==> src/design/alst_pkg.sv <==
// ----------------------------------------------------------------------------
// alst_pkg: shared types and constants of the array list engine
// Opcodes, status codes, cell commands, sequencer states and field widths.
// ----------------------------------------------------------------------------
`default_nettype none

package alst_pkg;

    // Default number of entries
    localparam int DEF_CAPACITY = 64;

    // Field widths
    localparam int OPCODE_W   = 3;
    localparam int POS_W      = 6;
    localparam int VALUE_W    = 32;
    localparam int STATUS_W   = 3;
    localparam int FOUND_W    = 6;
    localparam int COUNT_W    = 7;
    localparam int IN_DATA_W  = 48;
    localparam int OUT_DATA_W = 48;

    typedef enum logic [OPCODE_W-1:0] {
        OP_APPEND  = 3'd0,
        OP_INSERT  = 3'd1,
        OP_REMOVE  = 3'd2,
        OP_REPLACE = 3'd3,
        OP_SORT    = 3'd4,
        OP_SEARCH  = 3'd5,
        OP_CLEAR   = 3'd6
    } opcode_t;

    typedef enum logic [STATUS_W-1:0] {
        ST_OK       = 3'd0,
        ST_BADPOS   = 3'd1,
        ST_FULL     = 3'd2,
        ST_EMPTY    = 3'd3,
        ST_NOTFOUND = 3'd4
    } status_t;

    // Command broadcast to every cell of the chain
    typedef enum logic [2:0] {
        CELL_HOLD,
        CELL_WRITE,
        CELL_INSERT,
        CELL_REMOVE,
        CELL_SORT_EVEN,
        CELL_SORT_ODD
    } cell_cmd_t;

    typedef struct packed {
        cell_cmd_t                  cmd;
        logic signed [VALUE_W-1:0]  data;   // write value and search key
    } cell_ctrl_t;

    typedef enum logic [2:0] {
        S_IDLE,
        S_EXEC,
        S_READ,
        S_SORT,
        S_SEARCH,
        S_FINISH
    } state_t;

endpackage

`default_nettype wire

==> src/design/alst_cell.sv <==
// ----------------------------------------------------------------------------
// alst_cell: one entry of the list chain
// Holds one value, shifts with its neighbors on insert and remove, takes part
// in odd-even transposition sorting, compares against the search key and
// forwards a read word toward cell zero.
// ----------------------------------------------------------------------------
`default_nettype none

module alst_cell #(
    parameter int CNT_W = 7,
    parameter int INDEX = 0
) (
    input  wire logic                                   clk,
    input  wire alst_pkg::cell_ctrl_t                   ctrl,
    input  wire logic [CNT_W-1:0]                       pos,
    input  wire logic [CNT_W-1:0]                       count,
    input  wire logic signed [alst_pkg::VALUE_W-1:0]    lo_entry,
    input  wire logic signed [alst_pkg::VALUE_W-1:0]    hi_entry,
    input  wire logic signed [alst_pkg::VALUE_W-1:0]    rd_in,
    output logic signed [alst_pkg::VALUE_W-1:0]         entry,
    output logic signed [alst_pkg::VALUE_W-1:0]         rd_out,
    output logic                                        lt,
    output logic                                        eq
);

    localparam logic [CNT_W:0] MY_IDX   = (CNT_W+1)'(INDEX);
    localparam logic [CNT_W:0] NEXT_IDX = (CNT_W+1)'(INDEX + 1);
    localparam logic           PARITY   = 1'(INDEX % 2);

    logic signed [alst_pkg::VALUE_W-1:0] entry_reg, entry_next;
    logic signed [alst_pkg::VALUE_W-1:0] rd_reg;
    logic                                lt_reg, eq_reg;
    logic [CNT_W:0]                      pos_x, cnt_x;
    logic                                at_pos, above, lower_ok, upper_ok, odd_phase;

    assign pos_x    = {1'b0, pos};
    assign cnt_x    = {1'b0, count};
    assign at_pos   = (MY_IDX == pos_x);
    assign above    = (MY_IDX > pos_x);
    assign lower_ok = (NEXT_IDX < cnt_x);
    assign upper_ok = (INDEX > 0) && (MY_IDX < cnt_x);

    // Pick the next entry value
    always_comb
    begin
        entry_next = entry_reg;
        odd_phase  = (ctrl.cmd == alst_pkg::CELL_SORT_ODD);
        case (ctrl.cmd) inside
            alst_pkg::CELL_WRITE:
            begin
                if (at_pos)
                    entry_next = ctrl.data;
            end
            alst_pkg::CELL_INSERT:
            begin
                if (above)
                    entry_next = lo_entry;
                else if (at_pos)
                    entry_next = ctrl.data;
            end
            alst_pkg::CELL_REMOVE:
            begin
                if (at_pos || above)
                    entry_next = hi_entry;
            end
            alst_pkg::CELL_SORT_EVEN, alst_pkg::CELL_SORT_ODD:
            begin
                // Lower cell of a pair keeps the minimum, upper cell the maximum
                if (PARITY == odd_phase)
                begin
                    if (lower_ok && (entry_reg > hi_entry))
                        entry_next = hi_entry;
                end
                else
                begin
                    if (upper_ok && (lo_entry > entry_reg))
                        entry_next = lo_entry;
                end
            end
            default:
            begin
                entry_next = entry_reg;
            end
        endcase
    end

    // Store entry, key flags and read word
    always_ff @(posedge clk)
    begin
        entry_reg <= entry_next;
        lt_reg    <= (ctrl.data < entry_reg);
        eq_reg    <= (ctrl.data == entry_reg);
        rd_reg    <= at_pos ? entry_reg : rd_in;
    end

    assign entry  = entry_reg;
    assign rd_out = rd_reg;
    assign lt     = lt_reg;
    assign eq     = eq_reg;

endmodule

`default_nettype wire

==> config.mk <==
export PLATFORM = sky130hd
export DESIGN_NAME = alst_cell
export DESIGN_NICKNAME = d
export VERILOG_FILES = /design/src/design/alst_pkg.sv /design/src/design/alst_cell.sv
export SDC_FILE = /design/constraint.sdc
export NUM_CORES = 1
export LEC_CHECK = 0
export ABC_AREA = 1
export ABC_CLOCK_PERIOD_IN_PS = 3400
export BUFFER_PORTS_ARGS = -buffer_cell sky130_fd_sc_hd__buf_2
export CAP_MARGIN = 30
export CORE_MARGIN = 4
export CORE_UTILIZATION = 45
export DETAILED_ROUTE_END_ITERATION = 7
export PLACE_DENSITY_LB_ADDON = 0.25
export SLEW_MARGIN = 10
export SYNTH_ARGS = -nofsm -noshare
export SYNTH_HDL_FRONTEND = slang
export SYNTH_SLANG_ARGS = --single-unit
==> constraint.sdc <==
create_clock -name clk -period 3.4 [get_ports clk]
set_clock_uncertainty 0.05 [all_clocks]
set_input_delay 0.51 -clock clk [delete_from_list [all_inputs] [get_ports clk]]
set_output_delay 0.51 -clock clk [all_outputs]
set_load 0.05 [all_outputs]
After elaboration in Yosys (flattened, before gate mapping) --
Cells that the tools add are included.
Word-level totals: register bits 66, output and inout bits 66, word-level logic and storage cells 33
Cells by class: $lt $le $gt $ge 4, equal/unequal tests 8, muxes and demuxes 10, reductions and logical operators 7
Operators by type and width (count):
- two-way mux 32 bit | 10
- == test 32 bit | 1
- greater-than comparator 32 bit | 1
- < comparator 32 bit | 1
- logical NOT 8 bit | 1
- nonzero test 4 bit | 2
- greater-than comparator 1 x 7 -> 1 bit (first input constant) | 1
- < comparator 1 x 7 -> 1 bit (first input constant) | 1
- == test 3 x 2 -> 1 bit (second input constant) | 2
- == test 3 bit (second input constant) | 2
- != test 4 x 1 -> 1 bit (second input constant) | 1
- != test 4 x 3 -> 1 bit (second input constant) | 1
- AND reduction 4 bit | 1
- == test 3 x 1 -> 1 bit (second input constant) | 1
- OR reduction 2 bit | 1
- logical AND 1 bit | 1
- logical OR 1 bit | 1

Logic depth before layout (Yosys ltp) --
depth in word-level cells 8, gate-level depth with buffers 16, depth with buffers taken out 16

Least setup slack after synthesis --
Ideal clock, no wire load.
path type reg2reg, start register entry_reg, in the netlist entry[31], end register entry_reg, in the netlist entry[0] (enable), setup time 0.389 ns, arrival time 2.336 ns, path slack 0.624 ns, stages on the path, launching flop included 10, buffers on the path 0, cell sequence edfxtp_1 > ha_1 > nand2_1 > nor2_1 > nand2_1 > nor2_1 > nand2_1 > nand3_1 > nand3_1 > nand2_1
Between the ends: longest elaborated chain between the ends 4
RTL lines:
- from (decl) | line alst_cell.sv:30 | logic signed [alst_pkg::VALUE_W-1:0] entry_reg, entry_next;
- from (signal assigned) | line alst_cell.sv:90 | entry_reg <= entry_next;
- greater-than comparator 32 bit | line alst_cell.sv:71 | if (lower_ok && (entry_reg > hi_entry))
- logical AND 1 bit | line alst_cell.sv:71
- nonzero test 4 bit (no source line)
- AND reduction 4 bit (no source line)
Every way passes these cells. A chain may end at the register's enable or synchronous reset.

Worst setup path after layout --
start register entry_reg, in the netlist entry[27], end register entry_reg, in the netlist entry[23] (enable)
The elaborated chain is that of the path after synthesis.

==> summary.md <==
| Metric | Value |
|---|---|
| IO Count | `212` |
| RR Startpoint | `entry[27]` |
| Total leakage power | `2.93 nW` |
| CTS max path bufs | `2` |
| Max transition margin | `71.4%` |
| Root Buffer | `clkbuf_8` |
| Register area | `1640 sq um` |
| Commonest cells after routing, fill and taps aside | `buf_2, nand2_1, inv_1, ha_1, nor2_1` |
| GR Util All Layers | `21.7%` |
| Syn Area/Cell | `7.97 sq um` |
| Kind of critical path | `reg2reg` |
| Area grow syn2layout | `26.4%` |
| Final net count | `929` |
| Post-synthesis async set-or-reset flop share | `0%` |
| Postcts setup bufs | `0` |
| CP endpoint | `entry[23]` |
| Pwr dens | `456 nW/um^2` |
| Tightest hold margin | `0.313 ns` |
| CTS Hold Bufs | `0` |
| Routed wire length | `12400 um` |
| DR DRC count | `0` |
| Row count | `35` |
| Number of H-tree levels | `3` |
| Worst EP arrival | `2.36 ns` |
| Crit-path most repeated cell | `nand2_1` |
| Min cycle time layout | `2.41 ns` |
| Synthesis Warnings | `0` |
| Die ar. | `11300 sq um` |
| Crit. Startpoint | `entry[27]` |
| Slowest Stage Delay on Critical Path | `0.43 ns` |
| Vias per inst | `5.04` |
| Status | `finished, final reports clean` |
| R2R depth | `11` |
| Post-synth EDFFs | `32` |
| Diode count | `0` |
| Pin count of the biggest net entering global routing | `44` |
| Die Width | `106 um` |
| RSZ-0062 raised after global routing | `no` |
| Crit-path max FO | `21` |
| Die Y-Extent | `106 um` |
| Multi-input logic area | `2260 sq um` |
| Critical Path RT | `3.35 ns` |
| Synth Flop Type | `dfxtp_1` |
| Crit start category | `flip-flop` |
| Cts bufs inserted | `9` |
| Crit. End Element | `flip-flop` |
| Vias | `4293` |
| Mapped Cells | `543` |
| Grt ovf | `0` |
| Detailed-placement wirelength estimate | `9750 um` |
| Vias in the first global route | `4297` |
| Netlist Area Pre-Place | `4330 sq um` |
| Max-slew violation count | `0` |
| Crit-path cells | `ha_1 -> a21oi_1 -> o21ai_0 -> nand2_1 -> nand2_1 -> a21oi_1 -> nand2_1 -> nand2_1 -> nand3_1 -> nand2_1 -> buf_4` |
| Antenna Nets Post-Route | `0` |
| Routed len/inst | `14.5 um` |
| Fmax | `416 MHz` |
| Worst r2r dst | `entry[23]` |
| CTS tree | `yes` |
| Post-Route Setup TNS | `0 ns` |
| Initial antenna violation count | `0` |
| Core area | `9280 sq um` |
| Seq cells post-synth | `66` |
| Period utilization | `70.7%` |
| Post-CTS sizing | `0` |
| HP Class | `in2reg` |
| VDD IR max | `0.206 mV` |
| Max stage delay cell, worst path | `edfxtp_1` |
| CTS clock-pin slew for the worst setup and hold paths | `0.08 ns` |
| Hold Violations, Final | `0` |
| Sequential fraction of the synthesis area | `37.9%` |
| Flop2flop setup slack | `0.99 ns` |
| Starting Density | `46.6%` |
| Drt pass-1 iters | `4` |
| Final setup fails | `0` |
| Worst-Skew Late Latency | `0.34 ns` |
| Most common cell after layout, fill and taps aside | `buf_2` |
| Yosys cell types | `27` |
| Worst Tran Pin Value | `0.425 ns` |
| GPL Wtd Cong | `0.841` |
| Tot Pwr | `2.50 mW` |
| First-pass GRT wire length | `19600 um` |
| Port bufs | `178` |
| Synth Net Count | `753` |
| Drt initial violations | `114` |
| Clock Sinks | `66` |
| Fill cells | `906` |
| Max Cap Violations | `0` |
| Layout cells sized above 1 | `28.1%` |
-- metrics by stage --
stage                     instances  area, sq um  worst slack [ns]  utilization [%]
after global routing            852         5470             0.822             58.9
after detailed placement        837         5320             0.841             57.3
after floorplan                 543         4330             0.624                -
after CTS                       852         5470              1.01             58.9
after global placement          837         5320             0.866             57.3
final                           852         5470             0.995             58.9
-- synthesized netlist by cell type, types with 4 or more instances --
master / number / area, sq um
clkbuf_1: 5 / 18.8
a21oi_1: 32 / 160
o22ai_1: 31 / 194
o21ai_0: 35 / 175
buf_2: 7 / 35.0
nand2_1: 98 / 368
nor2_1: 52 / 195
nand3_1: 5 / 25.0
ha_1: 64 / 801
o21ai_1: 36 / 180
buf_6: 4 / 45.0
dfxtp_1: 34 / 681
buf_4: 4 / 30.0
inv_1: 81 / 304
edfxtp_1: 32 / 961
nand4_1: 7 / 43.8
-- routing by layer --
layer | global-route usage (%) | share of wire [%] | up-vias | wire (um)
li1 | - | - | 2188 | -
met1 | 26.1 | 43 | 1942 | 5280
met2 | 38.9 | 50 | 149 | 6150
met3 | 5.28 | 6.5 | 14 | 811
met4 | 5.00 | 1.2 | 0 | 145
met5 | 0 | 0 | - | 0
-- critical path, delay by kind of cell (launching register included) --
family	cells	cell delay [ns]
compound gates	3	0.51
flops	1	0.43
simple gates	6	0.40
buf+inv	1	0.34
fa+ha+maj	1	0.32
-- worst min-delay path by stage --
stage / cells after the start / from / end / slack [ns]
final: 3 / rd_in[14] / rd_out[14] / 0.31
after global routing: 3 / rd_in[11] / rd_out[11] / 0.31
after CTS: 3 / rd_in[14] / rd_out[14] / 0.29
after detailed placement: 2 / entry[26] / rd_out[26] / 0.55
after global placement: 2 / entry[28] / rd_out[28] / 0.54
after floorplan: 2 / rd_in[13] / rd_out[13] / 0.57
-- area by class of cell --
| type | instances | share of cell area (%) |
|---|---|---|
| multi-input combinational | 374 | 41.3 |
| sequential | 66 | 30.0 |
| timing repair buffer | 185 | 17.2 |
| inverter | 83 | 5.70 |
| tap | 129 | 2.95 |
| clock buffer | 11 | 2.40 |
| clock inverter | 4 | 0.366 |
-- cells by family after synthesis --
kind of cell	Yosys count	share of synthesized area (%)
compound gates	142	17.8
fa+ha+maj	64	18.5
buf+inv	103	10.2
flops	66	37.9
simple gates	168	15.6
-- where the power goes --
part	internal (mW)	switching, mW	leakage, nW
Sequential	0.938	0.0647	0.599
Combinational	0.296	0.636	2.25
Clock	0.256	0.305	0.0827
Total	1.49	1.01	2.93
Note: power is estimated with default switching activity, not from simulation.
